**config.mk**
```make
export PLATFORM = sky130hd
export DESIGN_NAME = quantized_mlp_8_8_4_1_eval
export DESIGN_NICKNAME = d
export VERILOG_FILES = /design/src/rtl/qmlp_pkg.sv /design/src/rtl/qmlp_ctrl.sv /design/src/rtl/qmlp_dp.sv /design/src/rtl/quantized_mlp_8_8_4_1_eval.sv
export SDC_FILE = /design/constraint.sdc
export NUM_CORES = 2
export LEC_CHECK = 0
export BUFFER_PORTS_ARGS = -buffer_cell sky130_fd_sc_hd__buf_4
export CAP_MARGIN = 20
export CORE_MARGIN = 1.5
export CORE_UTILIZATION = 55
export DETAILED_ROUTE_END_ITERATION = 8
export PLACE_DENSITY = 0.85
export SYNTH_ARGS = -nofsm -noshare
export SYNTH_HDL_FRONTEND = slang
export SYNTH_HIERARCHICAL = 1
export SYNTH_SLANG_ARGS = --single-unit
```
**constraint.sdc**
```tcl
create_clock -name clk -period 9.35 [get_ports clk]
set_clock_uncertainty 0.05 [all_clocks]
set_input_delay 1.4025 -clock clk [delete_from_list [all_inputs] [get_ports clk]]
set_output_delay 1.4025 -clock clk [all_outputs]
set_load 0.02 [all_outputs]
```
**src/rtl/qmlp_pkg.sv**
```systemverilog
// ----------------------------------------------------------------------------
// qmlp_pkg
// Shared types and constants for the quantized 8-8-4-1 network evaluator.
// ----------------------------------------------------------------------------
package qmlp_pkg;

    localparam int SUM_BITS  = 20;
    localparam int N_HID1    = 8;
    localparam int N_HID2    = 4;
    localparam int ACT_SHIFT = 6;
    localparam int ACT_MAX   = 127;
    localparam int L2_BITS   = 24;
    localparam int OUT_BITS  = 24;

    localparam logic [2:0] REG_HB_LO = 3'd0;
    localparam logic [2:0] REG_HB_HI = 3'd1;
    localparam logic [2:0] REG_W2_0  = 3'd2;
    localparam logic [2:0] REG_W2_1  = 3'd3;
    localparam logic [2:0] REG_W2_2  = 3'd4;
    localparam logic [2:0] REG_W2_3  = 3'd5;
    localparam logic [2:0] REG_B2    = 3'd6;
    localparam logic [2:0] REG_OUT   = 3'd7;

    typedef enum logic [2:0] {
        ST_IDLE,
        ST_ACT1,
        ST_L2,
        ST_OUT,
        ST_SAT,
        ST_HOLD
    } qmlp_state_t;

    typedef struct packed {
        logic acc;
        logic act1;
        logic l2;
        logic [1:0] l2_idx;
        logic out;
        logic sat;
    } qmlp_cmd_t;

    // shift by ACT_SHIFT, ReLU, clamp to 0..ACT_MAX
    function automatic logic [6:0] activate(input logic signed [31:0] s);
        logic signed [31:0] r;
        begin
            r = s >>> ACT_SHIFT;
            if (s < 0)
                activate = 7'd0;
            else if (r > ACT_MAX)
                activate = 7'(ACT_MAX);
            else
                activate = r[6:0];
        end
    endfunction

endpackage

```
**src/rtl/qmlp_ctrl.sv**
```systemverilog
// ----------------------------------------------------------------------------
// qmlp_ctrl
// Sequencer: accumulates items, then steps through the evaluation.
// ----------------------------------------------------------------------------
module qmlp_ctrl
    import qmlp_pkg::*;
(
    input  logic       clk,
    input  logic       rst_n,
    input  logic       in_valid,
    input  logic       in_last,
    input  logic       out_stall,
    output logic       in_stall,
    output logic       out_valid,
    output qmlp_cmd_t  cmd
);

    qmlp_state_t state_reg, state_next;
    logic [1:0]  idx_reg, idx_next;

    always_ff @(posedge clk or negedge rst_n)
    begin
        if (!rst_n)
        begin
            state_reg <= ST_IDLE;
            idx_reg   <= '0;
        end
        else
        begin
            state_reg <= state_next;
            idx_reg   <= idx_next;
        end
    end

    always_comb
    begin
        state_next = state_reg;
        idx_next   = idx_reg;
        in_stall   = 1'b1;
        out_valid  = 1'b0;
        cmd        = '0;
        cmd.l2_idx = idx_reg;
        unique case (state_reg)
            ST_IDLE:
            begin
                in_stall = 1'b0;
                if (in_valid)
                begin
                    cmd.acc = 1'b1;
                    if (in_last)
                        state_next = ST_ACT1;
                end
            end
            ST_ACT1:
            begin
                cmd.act1   = 1'b1;
                idx_next   = '0;
                state_next = ST_L2;
            end
            ST_L2:
            begin
                cmd.l2   = 1'b1;
                idx_next = idx_reg + 2'd1;
                if (idx_reg == 2'(N_HID2 - 1))
                    state_next = ST_OUT;
            end
            ST_OUT:
            begin
                cmd.out    = 1'b1;
                state_next = ST_SAT;
            end
            ST_SAT:
            begin
                cmd.sat    = 1'b1;
                state_next = ST_HOLD;
            end
            ST_HOLD:
            begin
                out_valid = 1'b1;
                if (!out_stall)
                    state_next = ST_IDLE;
            end
            default: state_next = ST_IDLE;
        endcase
    end

    a_one_cmd: assert property (@(posedge clk) disable iff (!rst_n)
        $onehot0({cmd.acc, cmd.act1, cmd.l2, cmd.out, cmd.sat}))
        else $error("overlapping commands");
    a_no_accept_busy: assert property (@(posedge clk) disable iff (!rst_n)
        out_valid |-> in_stall)
        else $error("input open while result held");
    a_last_eval: assert property (@(posedge clk) disable iff (!rst_n)
        (cmd.acc && in_last) |=> cmd.act1)
        else $error("last beat did not start evaluation");

endmodule

```
**src/rtl/qmlp_dp.sv**
```systemverilog
// ----------------------------------------------------------------------------
// qmlp_dp
// Datapath: accumulators, layer activations, output dot product.
// ----------------------------------------------------------------------------
module qmlp_dp
    import qmlp_pkg::*;
(
    input  logic               clk,
    input  logic               rst_n,
    input  qmlp_cmd_t          cmd,
    input  logic signed [15:0] input_value,
    input  logic [63:0]        w1_col,
    input  logic [63:0]        hb_lo,
    input  logic [63:0]        hb_hi,
    input  logic [255:0]       w2,
    input  logic [63:0]        b2,
    input  logic [47:0]        outp,
    output logic signed [15:0] score
);

    logic signed [SUM_BITS-1:0] sum_reg [N_HID1];
    logic [6:0]                 h1_reg  [N_HID1];
    logic [6:0]                 h2_reg  [N_HID2];
    logic signed [OUT_BITS-1:0] out_reg;
    logic signed [15:0]         score_reg;
    logic [6:0]                 x;
    logic signed [L2_BITS-1:0]  dot2;
    logic signed [OUT_BITS-1:0] dot3;
    logic [63:0]                w2_row;

    always_comb
    begin
        if (input_value < 0)
            x = 7'd0;
        else if (input_value > 16'sd127)
            x = 7'(ACT_MAX);
        else
            x = input_value[6:0];
    end

    assign w2_row = w2[64*cmd.l2_idx +: 64];

    always_comb
    begin
        dot2 = L2_BITS'(signed'(b2[16*cmd.l2_idx +: 16]));
        for (int k = 0; k < N_HID1; k++)
            dot2 = dot2 + L2_BITS'($signed({1'b0, h1_reg[k]})
                   * $signed(w2_row[8*k +: 8]));
        dot3 = OUT_BITS'(signed'(outp[47:32]));
        for (int k = 0; k < N_HID2; k++)
            dot3 = dot3 + OUT_BITS'($signed({1'b0, h2_reg[k]})
                   * $signed(outp[8*k +: 8]));
    end

    always_ff @(posedge clk or negedge rst_n)
    begin
        if (!rst_n)
        begin
            for (int n = 0; n < N_HID1; n++)
            begin
                sum_reg[n] <= '0;
                h1_reg[n]  <= '0;
            end
            for (int n = 0; n < N_HID2; n++)
                h2_reg[n] <= '0;
            out_reg   <= '0;
            score_reg <= '0;
        end
        else
        begin
            for (int n = 0; n < N_HID1; n++)
            begin
                if (cmd.acc)
                    sum_reg[n] <= sum_reg[n] + SUM_BITS'($signed({1'b0, x})
                                  * $signed(w1_col[8*n +: 8]));
                else if (cmd.act1)
                    sum_reg[n] <= '0;
                if (cmd.act1)
                    h1_reg[n] <= activate(32'(sum_reg[n]) + 32'(signed'(
                                 (n < 4) ? hb_lo[16*(n%4) +: 16] : hb_hi[16*(n%4) +: 16])));
            end
            if (cmd.l2)
                h2_reg[cmd.l2_idx] <= activate(32'(dot2));
            if (cmd.out)
                out_reg <= dot3;
            if (cmd.sat)
            begin
                if (out_reg > 32767)
                    score_reg <= 16'sh7fff;
                else if (out_reg < -32768)
                    score_reg <= 16'sh8000;
                else
                    score_reg <= out_reg[15:0];
            end
        end
    end

    assign score = score_reg;

endmodule

```
**src/rtl/quantized_mlp_8_8_4_1_eval.sv**
```systemverilog
// ----------------------------------------------------------------------------
// quantized_mlp_8_8_4_1_eval
// Quantized 8-8-4-1 network evaluator with APB register file.
//
//  channel | direction | handshake          | payload
//  in      | in        | in_valid/in_stall  | input_value, weight_to_hidden_0..7, last
//  out     | out       | out_valid/out_stall| score
//  apb     | in        | psel/penable/pready| paddr, pwdata, prdata (64 bit)
//
// Non-last beats are accepted back to back. A last beat is followed by
// evaluation (activation, four second-layer units, output, saturate) and
// the result is held until taken; input is stalled meanwhile.
// Reset clears registers and accumulators. No clearing pass.
// ----------------------------------------------------------------------------
module quantized_mlp_8_8_4_1_eval
    import qmlp_pkg::*;
(
    input  logic               clk,
    input  logic               rst_n,
    input  logic               in_valid,
    output logic               in_stall,
    input  logic signed [15:0] input_value,
    input  logic signed [7:0]  weight_to_hidden_0,
    input  logic signed [7:0]  weight_to_hidden_1,
    input  logic signed [7:0]  weight_to_hidden_2,
    input  logic signed [7:0]  weight_to_hidden_3,
    input  logic signed [7:0]  weight_to_hidden_4,
    input  logic signed [7:0]  weight_to_hidden_5,
    input  logic signed [7:0]  weight_to_hidden_6,
    input  logic signed [7:0]  weight_to_hidden_7,
    input  logic               last,
    output logic               out_valid,
    input  logic               out_stall,
    output logic signed [15:0] score,
    input  logic               psel,
    input  logic               penable,
    input  logic               pwrite,
    input  logic [5:0]         paddr,
    input  logic [63:0]        pwdata,
    output logic [63:0]        prdata,
    output logic               pready
);

    logic [63:0] cfg_reg [8];
    logic        wr;
    logic [2:0]  ridx;
    qmlp_cmd_t   cmd;

    assign pready = 1'b1;
    assign ridx   = paddr[5:3];
    assign wr     = psel && penable && pwrite;

    always_ff @(posedge clk or negedge rst_n)
    begin
        if (!rst_n)
        begin
            for (int i = 0; i < 8; i++)
                cfg_reg[i] <= '0;
        end
        else if (wr)
        begin
            if (ridx == REG_OUT)
                cfg_reg[ridx] <= {16'd0, pwdata[47:0]};
            else
                cfg_reg[ridx] <= pwdata;
        end
    end

    assign prdata = cfg_reg[ridx];

    qmlp_ctrl u_ctrl (
        .clk       (clk),
        .rst_n     (rst_n),
        .in_valid  (in_valid),
        .in_last   (last),
        .out_stall (out_stall),
        .in_stall  (in_stall),
        .out_valid (out_valid),
        .cmd       (cmd)
    );

    qmlp_dp u_dp (
        .clk         (clk),
        .rst_n       (rst_n),
        .cmd         (cmd),
        .input_value (input_value),
        .w1_col      ({weight_to_hidden_7, weight_to_hidden_6, weight_to_hidden_5,
                       weight_to_hidden_4, weight_to_hidden_3, weight_to_hidden_2,
                       weight_to_hidden_1, weight_to_hidden_0}),
        .hb_lo       (cfg_reg[REG_HB_LO]),
        .hb_hi       (cfg_reg[REG_HB_HI]),
        .w2          ({cfg_reg[REG_W2_3], cfg_reg[REG_W2_2],
                       cfg_reg[REG_W2_1], cfg_reg[REG_W2_0]}),
        .b2          (cfg_reg[REG_B2]),
        .outp        (cfg_reg[REG_OUT][47:0]),
        .score       (score)
    );

endmodule
```
# After elaboration in Yosys (flattened, before gate mapping)
# Index checks and enable logic that the tools add are counted.
dict set report op_classes {
  magnitude_cmp 26
  n_addsub 29
  n_reduce_logical 8
  multipliers 20
  mux 57
  shift 2
  eq_ne 11
  bitwise_logic 2
}
# cell n
set op_table {}
lappend op_table {{512-bit bitwise mux} 2}
lappend op_table {{512-bit 2-to-1 mux} 1}
lappend op_table {{8-bit by 8-bit multiplier with 16-bit output} 20}
lappend op_table {{256-bit by 9-bit indexed part select with 64-bit output} 1}
lappend op_table {{24-bit adder} 9}
lappend op_table {{64-bit binary-select mux with 3-bit select} 1}
lappend op_table {{64-bit demux with 3-bit select} 1}
lappend op_table {{64-bit 2-to-1 mux} 3}
lappend op_table {{20-bit 2-to-1 mux} 9}
lappend op_table {{20-bit by 16-bit adder with 21-bit output} 8}
lappend op_table {{21-bit by 1-bit < comparator with 1-bit output, second input constant} 8}
lappend op_table {{20-bit by 16-bit adder with 20-bit output} 8}
lappend op_table {{7-bit 2-to-1 mux} 22}
lappend op_table {{15-bit by 8-bit > comparator with 1-bit output, second input constant} 8}
lappend op_table {{64-bit by 7-bit indexed part select with 16-bit output} 1}
lappend op_table {{16-bit by 16-bit adder with 17-bit output} 2}
lappend op_table {{16-bit 2-to-1 mux} 2}
lappend op_table {{28-bit bitwise mux} 1}
lappend op_table {{24-bit by 16-bit adder with 24-bit output} 1}
lappend op_table {{24-bit by 16-bit > comparator with 1-bit output, second input constant} 1}
lappend op_table {{24-bit by 1-bit < comparator with 1-bit output, second input constant} 1}
lappend op_table {{24-bit by 16-bit < comparator with 1-bit output, second input constant} 1}
lappend op_table {{18-bit by 8-bit > comparator with 1-bit output, second input constant} 1}
lappend op_table {{3-bit one-hot mux with 6 select lines} 1}
lappend op_table {{23 further kinds} 42}
dict set report word_totals {
  word_cells 187
  input_bits 158
  register_bits 801
  output_inout_bits 83
}

# Depth between registers and ports, before layout
dict set report depth {
  ltp_word 15
  mapped_depth 36
  ltp_nobuf 34
}

# Hierarchy
# Netlist, hierarchy kept.
# module seq_area_each_um2 n_inst cells_per_inst area_per_inst_um2
set modules_own_cells {}
lappend modules_own_cells {qmlp_dp 7006.7 1 7050 66179.7}
lappend modules_own_cells {quantized_mlp_8_8_4_1_eval 12812.3 1 1324 22655.5}
lappend modules_own_cells {qmlp_ctrl 125.1 1 34 314.1}

# Least setup slack after synthesis
# Ideal clock, no wire load.
dict set report synth_timing {
  path_kind {reg-to-reg}
  startpoint {register u_ctrl.idx_reg[0]}
  endpoint {register u_dp/h2_reg[26] in the netlist's numbering}
  period_less_slack_ps 9794
  setup_ps 137
  t_arrival_ps 9607
  setup_slack_ps -444
  stages_incl_launch_ff 33
  required_ps 9163
  path_buffers 3
  path_cell_list {dfrtp_1 > buf_2 > buf_1 > mux4_2 > and2_1 > fa_1 > inv_1 > fa_1 > inv_1 > fa_1 > fa_1 > fa_1 > inv_1 > fa_1 > inv_1 > fa_1 > fa_1 > fa_1 > inv_1 > fa_1 > inv_1 > ha_1 > a21oi_1 > o21ai_0 > a211oi_2 > a21oi_2 > o21ai_1 > nand2_1 > a31oi_1 > mux2_2 > nor4_4 > buf_4 > a31oi_1}
}
dict set report synth_between {
  elab_chain_cells 15
  word_cells_on_any_way 30
  classes_between {8 x add/sub; 8 x mul; 4 x order compare; 2 x shift; 6 x mux; 1 x bitwise; 1 x reduce/logical}
}
# item line_no
set synth_rtl {}
lappend synth_rtl {{start: declaration} qmlp_ctrl.sv:19} ;# logic [1:0] idx_reg, idx_next;
lappend synth_rtl {{start signal: assignment} qmlp_ctrl.sv:31} ;# idx_reg <= idx_next;
lappend synth_rtl {{256-bit by 9-bit indexed part select with 64-bit output} qmlp_dp.sv:41} ;# assign w2_row = w2[64*cmd.l2_idx +: 64];
lappend synth_rtl {{8-bit by 8-bit multiplier with 16-bit output} qmlp_dp.sv:48} ;# * $signed(w2_row[8*k +: 8]));
lappend synth_rtl {{16-bit by 16-bit adder with 17-bit output} qmlp_dp.sv:47} ;# dot2 = dot2 + L2_BITS'($signed({1'b0, h1_reg[k]})
lappend synth_rtl {{24-bit adder (6 in a row)} qmlp_dp.sv:47}
lappend synth_rtl {{24-bit by 16-bit adder with 24-bit output} qmlp_dp.sv:47}
lappend synth_rtl {{18-bit by 8-bit > comparator with 1-bit output} qmlp_pkg.sv:49} ;# else if (r > ACT_MAX)
lappend synth_rtl {{7-bit 2-to-1 mux} qmlp_pkg.sv:49}
lappend synth_rtl {{7-bit 2-to-1 mux} qmlp_pkg.sv:47} ;# if (s < 0)
lappend synth_rtl {{7-bit 2-to-1 mux} qmlp_dp.sv:82} ;# if (cmd.l2)
lappend synth_rtl {{28-bit bitwise mux *} qmlp_dp.sv:83} ;# h2_reg[cmd.l2_idx] <= activate(32'(dot2));
lappend synth_rtl {{end signal: indexed assignment} qmlp_dp.sv:83}
lappend synth_rtl {{end: declaration} qmlp_dp.sv:23} ;# logic [6:0] h2_reg [N_HID2];
# Every way passes the cells marked *; elsewhere a longest branch is shown, timed or not. The select of a mux whose other input is x is not followed.
# A chain may end at the register's enable or synchronous reset.

# Worst setup path in the final report
dict set report layout_timing {
  startpoint {register u_ctrl.idx_reg[0]}
  endpoint {register u_dp/h2_reg[14] in the netlist's numbering}
}
# The elaborated chain is that of the path after synthesis.

==> out/results.tsv <==
stage	metric	value	unit
status	outcome	finished, violations left	
status	violations	setup timing	
grt	grtUsageTotal	0.338	
grt	grt_max_degree	184	
layout	instances_no_fill	11000	
floorplan	die_y	406	µm
placement	dp_hpwl	220000	µm
clocking	h-tree-depth	3	
layout	drive_gt1_frac	0.176	
synthesis	syn_nets	10700	
synthesis	syn_area	89100	µm²
synthesis	ys_warn_count	6	
setup_path	max_stage_delay	630	ps
clocking	clkTransAtPathRegs	70	ps
placement	place_ws	-305	ps
routing	dr.first_iter.drc_count	6105	
layout	nFillCells	12500	
synthesis	syn_area_per_cell	10.6	µm²
grt	antenna_found_initial	55	
clocking	clock-sinks	797	
routing	finalWirelength	276000	µm
timing	maxSlewHeadroom	0.274	
setup_path	cp.arrival	10050	ps
clocking	cts_buffers	89	
layout	layout.nets	11000	
timing	whs	449	ps
layout	syn_to_final_growth	10.0	%
floorplan	fp.dieW	406	µm
timing	fin_crit	9540	ps
synthesis	synth_ff_type	dfrtp_1	
routing	dr.pass1.iters	6	
routing	drtAntennaViolNets	0	
clocking	cts_hold_buf	0	
setup_path	path_class	flop to flop	
clocking	cts_tree	yes	
timing	timing.final.crit_share	1.02	
routing	drt-vias-per-instance	5.99	
synthesis	synth_edf_count	0	
floorplan	start_util	0.555	
grt	grt_first_pass_wirelength	415000	µm
timing	drv_slew	0	
layout	multi_input_area	62700	µm²
timing	finalSetupViolCount	28	
synthesis	yosys_register_bits	797	
routing	drc_errors	0	
layout	final_util	0.610	
floorplan	io_pins	241	
setup_path	end_kind	flop	
floorplan	die-area	165000	µm²
placement	gp_congestion	1.03	
setup_path	start_kind	flop	
setup_path	cpMostUsedCell	fa_1	
timing	fmax	105	MHz
hold_path	hold_path.class	flop to flop	
layout	final_cell_mix	inv_1 (1,546), ha_1 (1,063), fa_1 (1,018), dfrtp_1 (795), nand2_1 (691)	
timing	grt_setup_unrepaired	yes	
timing	hold_violations	0	
layout	regArea	20000	µm²
job	drv_cap	0	
placement	port_buffers	236	
grt	grt_pass1_vias	68700	
synthesis	synth_async_sr_flop_share	1.00	
placement	dp_cells	10700	
timing	tightest_slew	1090	ps
clocking	clock_latency	730	ps
setup_path	path_buf_inv	11	
synthesis	yosysSeqAreaShare	0.224	
setup_path	path_delay_family	adder cells	
clocking	clockBufferDepth	3	
floorplan	row_count	147	
setup_path	required	9870	ps
floorplan	core	161000	µm²
routing	wl_per_cell	25.2	µm
setup_path	crit_fanout	7	
synthesis	synth_cell_types	104	
synthesis	synthCells	8408	
clocking	root_buffer	clkbuf_16	
routing	vias	65700	
setup_path	slowest_stage	fa_2	
grt	overflow	0	
layout	layout_commonest_cell	inv_1	
timing	timing.final.ws_setup	-188	ps
==> path summary, 6_finish.rpt <==
path | start | to | slack (ps) | cells past startpoint
setup / recovery | u_ctrl/idx_reg[0] | u_dp/h2_reg[14] | -190 | 34
hold / removal | cfg_reg[60] | cfg_reg[60] | 450 | 1
setup reg to reg | u_ctrl/idx_reg[0] | u_dp/h2_reg[14] | -190 | 34
hold reg to reg | cfg_reg[60] | cfg_reg[60] | 450 | 1
max in group asynchronous | rst_n | asynchronous set/reset pin | 6500 | 3
min in group asynchronous | rst_n | u_dp/sum_reg[38] | 620 | 1
==> what timing repair did <==
action                                  in CTS  in global routing
gates cloned                                 2                  2
pin swaps                                    3                 54
setup buffers                               14                 12
endpoints found under the setup margin      28                 28
resized for setup                           31                 74
==> cell type report <==
type	instances	share of cell area
sequential	797	0.203
timing repair buffer	450	0.0380
clock inverter	45	0.00586
tap	2160	0.0276
inverter	1557	0.0596
clock buffer	119	0.0256
antenna	27	0.000689
multi-input combinational	5801	0.639
==> stage by stage <==
stage	cell area [µm²]	TNS (ps)
6_report	98100	-3090
5_1_grt	98100	-8820
4_1_cts	97600	-3430
3_5_place_dp	94200	-7920
3_3_place_gp	94200	-5710
2_1_floorplan	89200	0
==> cell families (layout without fill, tap and decap cells) <==
| group | after synthesis | after routing | synth area share |
|---|---|---|---|
| compound gates | 821 | 821 | 0.0633 |
| xor+xnor | 198 | 198 | 0.0195 |
| fa+ha+maj | 2112 | 2112 | 0.384 |
| buf+inv | 1810 | 2171 | 0.0774 |
| flops | 797 | 797 | 0.224 |
| mux | 801 | 801 | 0.126 |
| other cells | 1 | 28 | 0.0000421 |
| simple gates | 1868 | 1868 | 0.106 |
==> routing by layer <==
layer  routed length, µm  track usage  up-vias
met2              125000        0.529     3259
met1              106000        0.436    33400
met5                 312            0        -
met4               16400        0.172       48
met3               27800       0.0840      739
li1                    -            -    28200
==> worst reg2reg max path, delay by kind of cell (launching register included) <==
kind | cells | cell delay [ps]
compound gates | 6 | 810
mux | 2 | 930
simple gates | 4 | 590
buf+inv | 11 | 1230
flops | 1 | 450
fa+ha+maj | 11 | 5330
==> synth_stat cells, drive strengths merged, types with 6 or more instances <==
master | count | area share
o21ba | 9 | 0.0010
nand2 | 693 | 0.029
o22ai | 28 | 0.0020
and3 | 29 | 0.0020
a22o | 45 | 0.0044
nor4 | 16 | 0.0014
buf | 116 | 0.0061
a31oi | 41 | 0.0029
xor2 | 69 | 0.0068
a21o | 58 | 0.0049
o211ai | 8 | 0.00073
o21bai | 11 | 0.00093
ha | 1070 | 0.15
inv | 1556 | 0.066
a211oi | 29 | 0.0026
nand2b | 52 | 0.0036
nor3b | 12 | 0.0011
clkbuf | 137 | 0.0058
xnor2 | 129 | 0.013
mux2 | 588 | 0.074
a211o | 6 | 0.00059
o21a | 29 | 0.0024
o21ai | 188 | 0.011
a21oi | 172 | 0.0098
mux4 | 198 | 0.050
or2 | 25 | 0.0018
a221o | 10 | 0.0011
fa | 1042 | 0.23
a2111oi | 7 | 0.00097
nand3 | 45 | 0.0025
nor2b | 54 | 0.0038
nor2 | 227 | 0.0098
a32o | 18 | 0.0020
mux2i | 15 | 0.0017
o2bb2ai | 8 | 0.00079
and2 | 579 | 0.041
nand4 | 15 | 0.0013
dfrtp | 797 | 0.22
o221a | 21 | 0.0027
a31o | 9 | 0.00088
nor3 | 60 | 0.0037
a21boi | 8 | 0.00067
or3 | 39 | 0.0028
o31ai | 72 | 0.0063
Power is left out: the tool's default activity adds up to more than one toggle a clock period on the data nets, which glitch-free logic cannot reach.
